File: config.mk
export PLATFORM = sky130hd
export DESIGN_NAME = spirv_module_stream_analyzer_core
export DESIGN_NICKNAME = d
export VERILOG_FILES = /design/src/design/smsa_pkg.sv /design/src/design/spirv_module_stream_analyzer_core.sv /design/src/design/smsa_front.sv /design/src/design/smsa_queue.sv /design/src/design/smsa_back.sv
export SDC_FILE = /design/constraint.sdc
export NUM_CORES = 1
export LEC_CHECK = 0
export BUFFER_PORTS_ARGS = -buffer_cell sky130_fd_sc_hd__buf_2
export CORE_ASPECT_RATIO = 0.6
export CORE_UTILIZATION = 60
export CTS_BUF_LIST = sky130_fd_sc_hd__clkbuf_8
export DETAILED_ROUTE_END_ITERATION = 12
export PLACE_DENSITY = 0.79
export SYNTH_ARGS = -nofsm -noshare
export SYNTH_HDL_FRONTEND = slang
export SYNTH_SLANG_ARGS = --single-unit
File: constraint.sdc
create_clock -name clk -period 7.4 [get_ports clk]
set_input_delay 1.48 -clock clk [delete_from_list [all_inputs] [get_ports clk]]
set_output_delay 1.48 -clock clk [all_outputs]
set_load 0.005 [all_outputs]
File: src/design/smsa_pkg.sv
package smsa_pkg;

  localparam logic [31:0] SPV_MAGIC          = 32'h0723_0203;
  localparam logic [2:0]  HEADER_WORDS       = 3'd5;

  localparam logic [15:0] OP_MEMORY_MODEL    = 16'd14;
  localparam logic [15:0] OP_ENTRY_POINT     = 16'd15;
  localparam logic [15:0] OP_CAPABILITY      = 16'd17;
  localparam logic [15:0] OP_VARIABLE        = 16'd59;
  localparam logic [15:0] OP_DECORATE        = 16'd71;

  localparam logic [31:0] CAP_PSB_ADDRESSES  = 32'd5347;
  localparam logic [31:0] ADDR_PSB64         = 32'd5348;
  localparam logic [31:0] MEM_GLSL450        = 32'd1;
  localparam logic [31:0] EXEC_GL_COMPUTE    = 32'd5;
  localparam logic [31:0] SC_PUSH_CONSTANT   = 32'd9;
  localparam logic [31:0] SC_UNIFORM_CONST   = 32'd0;
  localparam logic [31:0] SC_UNIFORM         = 32'd2;
  localparam logic [31:0] SC_IMAGE           = 32'd10;
  localparam logic [31:0] SC_STORAGE_BUFFER  = 32'd12;
  localparam logic [31:0] SC_ATOMIC_COUNTER  = 32'd11;
  localparam logic [31:0] DEC_BINDING        = 32'd33;
  localparam logic [31:0] DEC_DESCRIPTOR_SET = 32'd34;

  localparam logic [2:0]  ERR_NONE              = 3'd0;
  localparam logic [2:0]  ERR_NOT_SPIRV         = 3'd1;
  localparam logic [2:0]  ERR_OVERRUN           = 3'd2;
  localparam logic [2:0]  ERR_TRUNCATED         = 3'd3;
  localparam logic [2:0]  ERR_NAME_UNTERMINATED = 3'd4;
  localparam logic [2:0]  ERR_NAME_STORAGE      = 3'd5;

  localparam int COUNTER_WIDTH_DEFAULT = 16;
  localparam int QUEUE_DEPTH           = 4;
  localparam int QPTR_W                = $clog2(QUEUE_DEPTH);
  localparam int QCNT_W                = $clog2(QUEUE_DEPTH + 1);

  typedef enum logic [2:0] {
    CLS_OTHER,
    CLS_MEMORY_MODEL,
    CLS_CAPABILITY,
    CLS_ENTRY,
    CLS_DECORATE,
    CLS_VARIABLE
  } class_t;

  // Word classified without regard to stream position.
  typedef struct packed {
    logic        last;
    logic [15:0] wc;
    class_t      op_class;
    logic        is_trunc;
    logic        is_magic;
    logic        is_psb64;
    logic        is_glsl450;
    logic        is_cap_psb;
    logic        is_binding;
    logic        is_push;
    logic        is_desc;
    logic        is_compute;
    logic [2:0]  lead_nz;
    logic        any_zero;
  } dec_t;

  typedef struct packed {
    logic valid;
    dec_t dec;
  } head_t;

endpackage

File: src/design/spirv_module_stream_analyzer_core.sv
// Channel  Direction  Handshake            Payload
// in       into core  in_valid / in_stall  word[31:0], last_word
// out      from core  out_valid / out_stall error_code[2:0], flags, counts, entry_name_bytes
//
// One word per cycle unless the queue is full or a final word is held on out_stall;
// the back end updates its registered parse state on each word it pops. The result
// register loads on the cycle the last word leaves the 4-entry queue slot it sat in.
// rst is synchronous and clears the queue, the parse state and out_valid.
// in_stall rises only when the queue is full; the back end keeps taking non-final
// words while a result waits on out_stall, and holds only a final word.
module spirv_module_stream_analyzer_core #(
  parameter int COUNTER_WIDTH = smsa_pkg::COUNTER_WIDTH_DEFAULT
) (
  input  logic        clk,
  input  logic        rst,
  input  logic        in_valid,
  output logic        in_stall,
  input  logic [31:0] word,
  input  logic        last_word,
  output logic        out_valid,
  input  logic        out_stall,
  output logic [2:0]  error_code,
  output logic        uses_psb64_glsl450,
  output logic        has_psb_capability,
  output logic        has_binding_decorations,
  output logic        has_descriptor_variables,
  output logic [15:0] compute_entry_count,
  output logic [31:0] entry_name_bytes,
  output logic [15:0] push_constant_count
);

  smsa_pkg::dec_t  dec;
  smsa_pkg::head_t head;
  logic            pop;
  logic            full;

  assign in_stall = full;

  smsa_front u_front (
    .word      (word),
    .last_word (last_word),
    .dec       (dec)
  );

  smsa_queue u_queue (
    .clk      (clk),
    .rst      (rst),
    .push     (in_valid),
    .push_dec (dec),
    .full     (full),
    .head     (head),
    .pop      (pop)
  );

  smsa_back #(
    .COUNTER_WIDTH (COUNTER_WIDTH)
  ) u_back (
    .clk                      (clk),
    .rst                      (rst),
    .head                     (head),
    .pop                      (pop),
    .out_valid                (out_valid),
    .out_stall                (out_stall),
    .error_code               (error_code),
    .uses_psb64_glsl450       (uses_psb64_glsl450),
    .has_psb_capability       (has_psb_capability),
    .has_binding_decorations  (has_binding_decorations),
    .has_descriptor_variables (has_descriptor_variables),
    .compute_entry_count      (compute_entry_count),
    .entry_name_bytes         (entry_name_bytes),
    .push_constant_count      (push_constant_count)
  );

endmodule

File: src/design/smsa_front.sv
module smsa_front (
  input  logic [31:0]     word,
  input  logic            last_word,
  output smsa_pkg::dec_t  dec
);

  logic [15:0]      wc;
  logic [15:0]      op;
  smsa_pkg::class_t op_class;
  logic             is_trunc;
  logic [2:0]       lead_nz;

  assign wc = word[31:16];
  assign op = word[15:0];

  always_comb begin
    priority if (op == smsa_pkg::OP_MEMORY_MODEL) op_class = smsa_pkg::CLS_MEMORY_MODEL;
    else if (op == smsa_pkg::OP_CAPABILITY) op_class = smsa_pkg::CLS_CAPABILITY;
    else if (op == smsa_pkg::OP_ENTRY_POINT) op_class = smsa_pkg::CLS_ENTRY;
    else if (op == smsa_pkg::OP_DECORATE) op_class = smsa_pkg::CLS_DECORATE;
    else if (op == smsa_pkg::OP_VARIABLE) op_class = smsa_pkg::CLS_VARIABLE;
    else op_class = smsa_pkg::CLS_OTHER;
  end

  // Minimum word counts per opcode class; a Capability must be exactly two words.
  always_comb begin
    unique case (op_class)
      smsa_pkg::CLS_MEMORY_MODEL: is_trunc = (wc < 16'd3);
      smsa_pkg::CLS_CAPABILITY:   is_trunc = (wc != 16'd2);
      smsa_pkg::CLS_ENTRY:        is_trunc = (wc < 16'd4);
      smsa_pkg::CLS_DECORATE:     is_trunc = (wc < 16'd3);
      smsa_pkg::CLS_VARIABLE:     is_trunc = (wc < 16'd4);
      default:                    is_trunc = 1'b0;
    endcase
  end

  // Count nonzero bytes ahead of the first zero byte, low byte first.
  always_comb begin
    priority if (word[7:0] == 8'd0) lead_nz = 3'd0;
    else if (word[15:8] == 8'd0) lead_nz = 3'd1;
    else if (word[23:16] == 8'd0) lead_nz = 3'd2;
    else if (word[31:24] == 8'd0) lead_nz = 3'd3;
    else lead_nz = 3'd4;
  end

  assign dec.lead_nz    = lead_nz;
  assign dec.any_zero   = (word[7:0] == 8'd0) || (word[15:8] == 8'd0) ||
                          (word[23:16] == 8'd0) || (word[31:24] == 8'd0);
  assign dec.last       = last_word;
  assign dec.wc         = wc;
  assign dec.op_class   = op_class;
  assign dec.is_trunc   = is_trunc;
  assign dec.is_magic   = (word == smsa_pkg::SPV_MAGIC);
  assign dec.is_psb64   = (word == smsa_pkg::ADDR_PSB64);
  assign dec.is_glsl450 = (word == smsa_pkg::MEM_GLSL450);
  assign dec.is_cap_psb = (word == smsa_pkg::CAP_PSB_ADDRESSES);
  assign dec.is_binding = (word == smsa_pkg::DEC_BINDING) ||
                          (word == smsa_pkg::DEC_DESCRIPTOR_SET);
  assign dec.is_push    = (word == smsa_pkg::SC_PUSH_CONSTANT);
  assign dec.is_desc    = (word == smsa_pkg::SC_UNIFORM_CONST) ||
                          (word == smsa_pkg::SC_UNIFORM) ||
                          (word == smsa_pkg::SC_IMAGE) ||
                          (word == smsa_pkg::SC_ATOMIC_COUNTER) ||
                          (word == smsa_pkg::SC_STORAGE_BUFFER);
  assign dec.is_compute = (word == smsa_pkg::EXEC_GL_COMPUTE);

endmodule

File: src/design/smsa_queue.sv
module smsa_queue (
  input  logic            clk,
  input  logic            rst,
  input  logic            push,
  input  smsa_pkg::dec_t  push_dec,
  output logic            full,
  output smsa_pkg::head_t head,
  input  logic            pop
);

  localparam logic [smsa_pkg::QPTR_W-1:0] LAST_SLOT = smsa_pkg::QPTR_W'(smsa_pkg::QUEUE_DEPTH - 1);
  localparam logic [smsa_pkg::QCNT_W-1:0] FULL_CNT  = smsa_pkg::QCNT_W'(smsa_pkg::QUEUE_DEPTH);

  smsa_pkg::dec_t                slots [smsa_pkg::QUEUE_DEPTH];
  logic [smsa_pkg::QPTR_W-1:0]   wr_ptr;
  logic [smsa_pkg::QPTR_W-1:0]   rd_ptr;
  logic [smsa_pkg::QCNT_W-1:0]   count;
  logic                          do_push;
  logic                          do_pop;

  assign full       = (count == FULL_CNT);
  assign head.valid = (count != '0);
  assign head.dec   = slots[rd_ptr];
  assign do_push    = push && !full;
  assign do_pop     = pop && head.valid;

  always_ff @(posedge clk) begin
    if (do_push) begin
      slots[wr_ptr] <= push_dec;
    end
  end

  always_ff @(posedge clk) begin
    if (rst) begin
      wr_ptr <= '0;
      rd_ptr <= '0;
      count  <= '0;
    end else begin
      if (do_push) begin
        wr_ptr <= (wr_ptr == LAST_SLOT) ? '0 : wr_ptr + 1'b1;
      end
      if (do_pop) begin
        rd_ptr <= (rd_ptr == LAST_SLOT) ? '0 : rd_ptr + 1'b1;
      end
      if (do_push && !do_pop) begin
        count <= count + 1'b1;
      end else if (do_pop && !do_push) begin
        count <= count - 1'b1;
      end
    end
  end

endmodule

File: src/design/smsa_back.sv
module smsa_back #(
  parameter int COUNTER_WIDTH = smsa_pkg::COUNTER_WIDTH_DEFAULT
) (
  input  logic            clk,
  input  logic            rst,
  input  smsa_pkg::head_t head,
  output logic            pop,
  output logic            out_valid,
  input  logic            out_stall,
  output logic [2:0]      error_code,
  output logic            uses_psb64_glsl450,
  output logic            has_psb_capability,
  output logic            has_binding_decorations,
  output logic            has_descriptor_variables,
  output logic [15:0]     compute_entry_count,
  output logic [31:0]     entry_name_bytes,
  output logic [15:0]     push_constant_count
);

  localparam int CNT_W = (COUNTER_WIDTH >= 16) ? 16 : COUNTER_WIDTH;
  localparam logic [CNT_W-1:0] CNT_MAX = '1;

  smsa_pkg::dec_t   d;

  logic [2:0]       header_pos, header_pos_next;
  logic [15:0]      words_left, words_left_next;
  logic [15:0]      instr_len, instr_len_next;
  smsa_pkg::class_t instr_class, instr_class_next;
  logic             fop_psb64, fop_psb64_next;
  logic             pending_trunc, pending_trunc_next;
  logic [2:0]       sticky_error, sticky_error_next;
  logic [17:0]      name_len, name_len_next;
  logic             name_terminated, name_terminated_next;
  logic [3:0]       result_flags, result_flags_next;
  logic [CNT_W-1:0] entry_counter, entry_counter_next;
  logic [31:0]      storage_total, storage_total_next;
  logic [CNT_W-1:0] push_counter, push_counter_next;

  logic [15:0]      idx;
  logic [17:0]      scan_len;
  logic             scan_term;
  logic [32:0]      total_sum;
  logic [2:0]       final_error;
  logic             take_last;

  assign d         = head.dec;
  assign pop       = head.valid && (!d.last || !out_valid || !out_stall);
  assign take_last = pop && d.last;

  assign idx       = instr_len - words_left;
  assign scan_len  = name_len + (name_terminated ? 18'd0 : 18'(d.lead_nz));
  assign scan_term = name_terminated | d.any_zero;
  assign total_sum = {1'b0, storage_total} + 33'(scan_len) + 33'd1;

  always_comb begin
    header_pos_next      = header_pos;
    words_left_next      = words_left;
    instr_len_next       = instr_len;
    instr_class_next     = instr_class;
    fop_psb64_next       = fop_psb64;
    pending_trunc_next   = pending_trunc;
    sticky_error_next    = sticky_error;
    name_len_next        = name_len;
    name_terminated_next = name_terminated;
    result_flags_next    = result_flags;
    entry_counter_next   = entry_counter;
    storage_total_next   = storage_total;
    push_counter_next    = push_counter;

    if (sticky_error == smsa_pkg::ERR_NONE) begin
      if (header_pos < smsa_pkg::HEADER_WORDS) begin
        if (header_pos == 3'd0 && !d.is_magic) begin
          sticky_error_next = smsa_pkg::ERR_NOT_SPIRV;
        end
        header_pos_next = header_pos + 3'd1;
      end else if (words_left == 16'd0) begin
        // Instruction head word.
        if (d.wc == 16'd0) begin
          sticky_error_next = smsa_pkg::ERR_OVERRUN;
        end else begin
          instr_len_next       = d.wc;
          words_left_next      = d.wc - 16'd1;
          pending_trunc_next   = d.is_trunc;
          name_len_next        = '0;
          name_terminated_next = 1'b0;
          fop_psb64_next       = 1'b0;
          instr_class_next     = d.is_trunc ? smsa_pkg::CLS_OTHER : d.op_class;
          if (d.wc == 16'd1) begin
            if (d.is_trunc) begin
              sticky_error_next = smsa_pkg::ERR_TRUNCATED;
            end
            instr_class_next = smsa_pkg::CLS_OTHER;
          end
        end
      end else begin
        // Operand word.
        words_left_next = words_left - 16'd1;
        unique case (instr_class)
          smsa_pkg::CLS_MEMORY_MODEL: begin
            if (idx == 16'd1) begin
              fop_psb64_next = d.is_psb64;
            end else if (idx == 16'd2) begin
              result_flags_next[0] = fop_psb64 && d.is_glsl450;
            end
          end
          smsa_pkg::CLS_CAPABILITY: begin
            if (idx == 16'd1 && d.is_cap_psb) begin
              result_flags_next[1] = 1'b1;
            end
          end
          smsa_pkg::CLS_DECORATE: begin
            if (idx == 16'd2 && d.is_binding) begin
              result_flags_next[2] = 1'b1;
            end
          end
          smsa_pkg::CLS_VARIABLE: begin
            if (idx == 16'd3) begin
              if (d.is_push && push_counter != CNT_MAX) begin
                push_counter_next = push_counter + 1'b1;
              end
              if (d.is_desc) begin
                result_flags_next[3] = 1'b1;
              end
            end
          end
          smsa_pkg::CLS_ENTRY: begin
            if (idx == 16'd1 && !d.is_compute) begin
              instr_class_next = smsa_pkg::CLS_OTHER;
            end else if (idx >= 16'd3) begin
              name_len_next        = scan_len;
              name_terminated_next = scan_term;
            end
          end
          default: begin
          end
        endcase

        // Close the instruction on its final word.
        if (words_left == 16'd1) begin
          if (instr_class_next == smsa_pkg::CLS_ENTRY) begin
            if (!name_terminated_next) begin
              sticky_error_next = smsa_pkg::ERR_NAME_UNTERMINATED;
            end else if (total_sum[32]) begin
              sticky_error_next = smsa_pkg::ERR_NAME_STORAGE;
            end else begin
              storage_total_next = total_sum[31:0];
              if (entry_counter != CNT_MAX) begin
                entry_counter_next = entry_counter + 1'b1;
              end
            end
          end else if (pending_trunc) begin
            sticky_error_next = smsa_pkg::ERR_TRUNCATED;
          end
          instr_class_next = smsa_pkg::CLS_OTHER;
        end
      end
    end
  end

  always_comb begin
    final_error = sticky_error_next;
    if (sticky_error_next == smsa_pkg::ERR_NONE) begin
      if (header_pos_next < smsa_pkg::HEADER_WORDS) begin
        final_error = smsa_pkg::ERR_NOT_SPIRV;
      end else if (words_left_next != 16'd0) begin
        final_error = smsa_pkg::ERR_OVERRUN;
      end
    end
  end

  always_ff @(posedge clk) begin
    if (rst || take_last) begin
      header_pos      <= '0;
      words_left      <= '0;
      instr_len       <= '0;
      instr_class     <= smsa_pkg::CLS_OTHER;
      fop_psb64       <= 1'b0;
      pending_trunc   <= 1'b0;
      sticky_error    <= smsa_pkg::ERR_NONE;
      name_len        <= '0;
      name_terminated <= 1'b0;
      result_flags    <= '0;
      entry_counter   <= '0;
      storage_total   <= '0;
      push_counter    <= '0;
    end else if (pop) begin
      header_pos      <= header_pos_next;
      words_left      <= words_left_next;
      instr_len       <= instr_len_next;
      instr_class     <= instr_class_next;
      fop_psb64       <= fop_psb64_next;
      pending_trunc   <= pending_trunc_next;
      sticky_error    <= sticky_error_next;
      name_len        <= name_len_next;
      name_terminated <= name_terminated_next;
      result_flags    <= result_flags_next;
      entry_counter   <= entry_counter_next;
      storage_total   <= storage_total_next;
      push_counter    <= push_counter_next;
    end
  end

  always_ff @(posedge clk) begin
    if (rst) begin
      out_valid <= 1'b0;
    end else if (take_last) begin
      out_valid <= 1'b1;
    end else if (!out_stall) begin
      out_valid <= 1'b0;
    end
  end

  // Load the result; all payload fields read zero on error.
  always_ff @(posedge clk) begin
    if (take_last) begin
      error_code <= final_error;
      if (final_error == smsa_pkg::ERR_NONE) begin
        uses_psb64_glsl450       <= result_flags_next[0];
        has_psb_capability       <= result_flags_next[1];
        has_binding_decorations  <= result_flags_next[2];
        has_descriptor_variables <= result_flags_next[3];
        compute_entry_count      <= 16'(entry_counter_next);
        entry_name_bytes         <= storage_total_next;
        push_constant_count      <= 16'(push_counter_next);
      end else begin
        uses_psb64_glsl450       <= 1'b0;
        has_psb_capability       <= 1'b0;
        has_binding_decorations  <= 1'b0;
        has_descriptor_variables <= 1'b0;
        compute_entry_count      <= '0;
        entry_name_bytes         <= '0;
        push_constant_count      <= '0;
      end
    end
  end

endmodule
==> summary.md <==
| Metric | Value |
|---|---|
| Status | completed |
| Commonest non-fill, non-tap cell in the layout | nor2_1 |
| Sequential power share | 0.403 |
| Antenna cell count | 0 |
| Total GRT Usage | 0.298 |
| Slew HR | 0.305 |
| Crit path max fanout | 38 |
| CP arrival | 6.80 ns |
| Initial DRC count | 1563 |
| EDFF count, synth | 203 |
| Post-CTS resize count | 0 |
| Post-CTS Setup Inserts | 0 |
| Worst Hold End | u_back.instr_len[7] |
| Met3 WL post-DR | 4200 um |
| Area post-placement | 18900 um^2 |
| Kind of critical path | reg -> reg |
| R2R depth | 24 |
| Post-synthesis async set-or-reset flop share | 0 |
| Row Count | 48 |
| Grt ovf | 0 |
| Setup tns final | 0 ns |
| FF+latch count, synth | 343 |
| Largest net degree at the start of global routing | 74 |
| Peak VDD IR | 0.238 mV |
| Most frequent cells in the layout | nor2_1 (207), edfxtp_1 (203), nand2_1 (167) |
| First-pass DRT Iterations | 6 |
| Internal | 0.00382 W |
| CTS tree | done |
| Post-CTS Hold Buffers | 0 |
| Final setup violation count | 0 |
| Nets | 1955 |
| Routed via count | 14400 |
| Sw Ratio | 0.359 |
| Register area share after synthesis | 0.495 |
| Startpoint Class | register |
| Cell Area, Synth | 18000 um^2 |
| CTS Sinks | 343 |
| Total routed wirelength | 44900 um |
| GPL Wtd Cong | 0.956 |
| CTS max path bufs | 3 |
| Clock network power share | 0.276 |
| Initial antenna violation count | 1 |
| Util after Layout | 0.685 |
| CP bufs+invs | 2 |
| RSZ-0062 raised after global routing | no |
| Leak Pwr | 7.15 nW |
| Worst setup margin | 1.06 ns |
| Worst Skew | 0.0294 ns |
| Initial core utilization | 0.618 |
| Num ports | 110 |
| Hold_sp | u_back.instr_len[7] |
| H-Tree Depth | 2 |
| Die X | 226 um |
| Final Cycle Share | 0.856 |
| Hold crit path type | reg -> reg |
| CP Capture Type | register |
| Die footprint | 30700 um^2 |
| Max Freq | 158 MHz |
| Max-slew violations | 0 |
| WP data required | 7.87 ns |
| Fin crit period | 6.34 ns |
| DR vias/cell | 6.23 |
| CTS root buf | clkbuf_8 |
| Final Hold Vio Count | 0 |
| Num CTS Buffers | 51 |
| HPWL Detailed | 31600 um |
| Highest metal used | met5 |
| First-pass GRT wire length | 71400 um |
| Syn nets | 1863 |
| Post-route ant nets | 0 |
| Slowest library cell on the worst path | nand4b_4 |
| Drt wl/cell | 19.5 um |
| Port bufs | 109 |
| Pre-CTS WS | 1.09 ns |
| Clk_lat worst skew | 0.64 ns |
| Wl on met1 | 21000 um |
| Area Growth Syn to Fin | 11.0% |
| Critical Path Max Stage Delay | 0.60 ns |
| Worst r2r dst | u_back.has_psb_capability |
| Avg Cell Area, Syn | 10.2 um^2 |
| DRC viols | 0 |
| Finished Cell Area | 20000 um^2 |
| Crit path cell chain | buf_4 -> a211oi_1 -> a211o_1 -> fa_1 -> nor2b_1 -> o21a_1 -> and3_1 -> nand2_1 -> nor3_1 -> and3_1 -> nand3_1 -> xnor2_1 -> ha_1 -> a21oi_1 -> o21ai_0 -> a21oi_1 -> o2bb2ai_1 -> nor2_1 -> o21a_1 -> o31ai_1 -> nor3_1 -> nand4b_4 -> buf_4 -> nor2b_1 |
| Synth cell types | 83 |
| R2R Setup Slk | 1.06 ns |
| Max cap viols | 0 |
| Delay-heaviest family, CP | simple AND/OR/NAND/NOR gates |
| Die Ht | 136 um |
| Cells after synthesis | 1772 |
| Core area | 29100 um^2 |
| CTS clock-pin slew for the worst setup and hold paths | 0.07 ns |
| Met2 wire length | 18800 um |
| Combinational Power Share | 0.320 |
| Cell Pwr Density | 299 nW/um^2 |
| Psw | 0.00214 W |
| Number of global-route vias before repair | 13100 |
| Most used DFF post-synth | edfxtp_1 |
| Share of cells above drive strength 1 | 0.150 |
| Worst Max-Slew Pin Slew | 1.03 ns |
| Hold path cells | 2 |
| Warnings from Yosys | 0 |
synthesized netlist by cell type, types with 16 or more instances:
cell / instances / area share
a21oi_1: 129 / 0.036
a31oi_1: 18 / 0.0063
and3_1: 26 / 0.0090
clkbuf_1: 75 / 0.016
dfxtp_1: 140 / 0.16
edfxtp_1: 203 / 0.34
ha_1: 50 / 0.035
inv_1: 50 / 0.010
mux2i_1: 43 / 0.024
mux4_2: 32 / 0.040
nand2_1: 167 / 0.035
nand3_1: 63 / 0.018
nand4_1: 35 / 0.012
nor2_1: 207 / 0.043
nor2b_1: 19 / 0.0066
nor3_1: 50 / 0.014
nor4_1: 17 / 0.0059
o211ai_1: 16 / 0.0067
o21ai_0: 64 / 0.018
or3_1: 27 / 0.0094
or4_1: 24 / 0.010
xnor2_1: 44 / 0.021
xor2_1: 60 / 0.029
area by class of cell:
type,count,area [um^2]
clock inverters,34,246
well taps,400,500
fillers,2197,9160
multi-input cells,1285,8540
flip-flops and latches,343,8900
inverters,51,193
clock buffers,62,853
repair buffers,132,731
state kept, by name, indices dropped and copies added (netlist names), 2 cells and up, named ones only:
| signal | count |
|---|---|
| u_back.header_pos | 3 |
| u_back.error_code | 3 |
| u_queue.wr_ptr | 2 |
| u_back.compute_entry_count | 16 |
| u_queue.rd_ptr | 2 |
| u_back.push_constant_count | 16 |
| u_back.storage_total | 32 |
| u_back.push_counter | 16 |
| u_back.sticky_error | 3 |
| u_back.entry_counter | 16 |
| u_queue.count | 3 |
| u_back.instr_class | 3 |
| u_back.instr_len | 16 |
| u_back.result_flags | 4 |
| u_queue.slots | 132 |
| u_back.name_len | 18 |
| u_back.words_left | 16 |
| u_back.entry_name_bytes | 32 |
worst min-delay path: stages (launching register included):
cell	delay [ns]
dfxtp_1	0.32
nand2_1	0.05
a21oi_1	0.05
metrics by stage:
stage / instances / total power, W / hold slack (ns)
3_3_place_gp: 2211 / 0.00427 / 0.444
5_1_grt: 2307 / 0.00626 / 0.488
6_report: 2307 / 0.00597 / 0.467
4_1_cts: 2307 / 0.00597 / 0.466
2_1_floorplan: 1772 / 0.00367 / 0.432
3_5_place_dp: 2211 / 0.00432 / 0.455
worst max-delay path by stage:
| stage | cells after the start | startpoint | endpoint | slack (ns) |
|---|---|---|---|---|
| after floorplan | 30 | register | u_back.compute_entry_count[15] | 0.84 |
| after global placement | 23 | register | u_back.storage_total[22] | 1.28 |
| after CTS | 24 | register | u_back.has_psb_capability | 1.06 |
| after global routing | 24 | register | u_back.has_psb_capability | 0.46 |
| after detailed placement | 24 | register | u_back.has_psb_capability | 1.09 |
| final | 24 | register | u_back.has_psb_capability | 1.06 |
metal layers:
metal / track usage / up-vias
li1: - / 6706
met1: 0.461 / 6881
met2: 0.420 / 697
met3: 0.0579 / 81
met4: 0.0862 / 2
met5: 0 / -
power by group through the flow:
stage                     Clock [W]  Sequential [W]  Combinational (W)
after floorplan                   0         0.00243            0.00123
after global placement            0         0.00244            0.00183
after detailed placement          0         0.00245            0.00188
after CTS                   0.00167         0.00241            0.00189
after global routing        0.00175         0.00243            0.00208
final                       0.00165         0.00241            0.00191
cell families after synthesis:
| group | after synthesis | share of synthesized area |
|---|---|---|
| compound gates | 339 | 0.118 |
| xor+xnor | 104 | 0.0506 |
| fa+ha+maj | 55 | 0.0398 |
| buf+inv | 144 | 0.0329 |
| flops | 343 | 0.495 |
| mux | 75 | 0.0640 |
| simple gates | 712 | 0.200 |
Note: power is estimated with default switching activity, not from simulation.
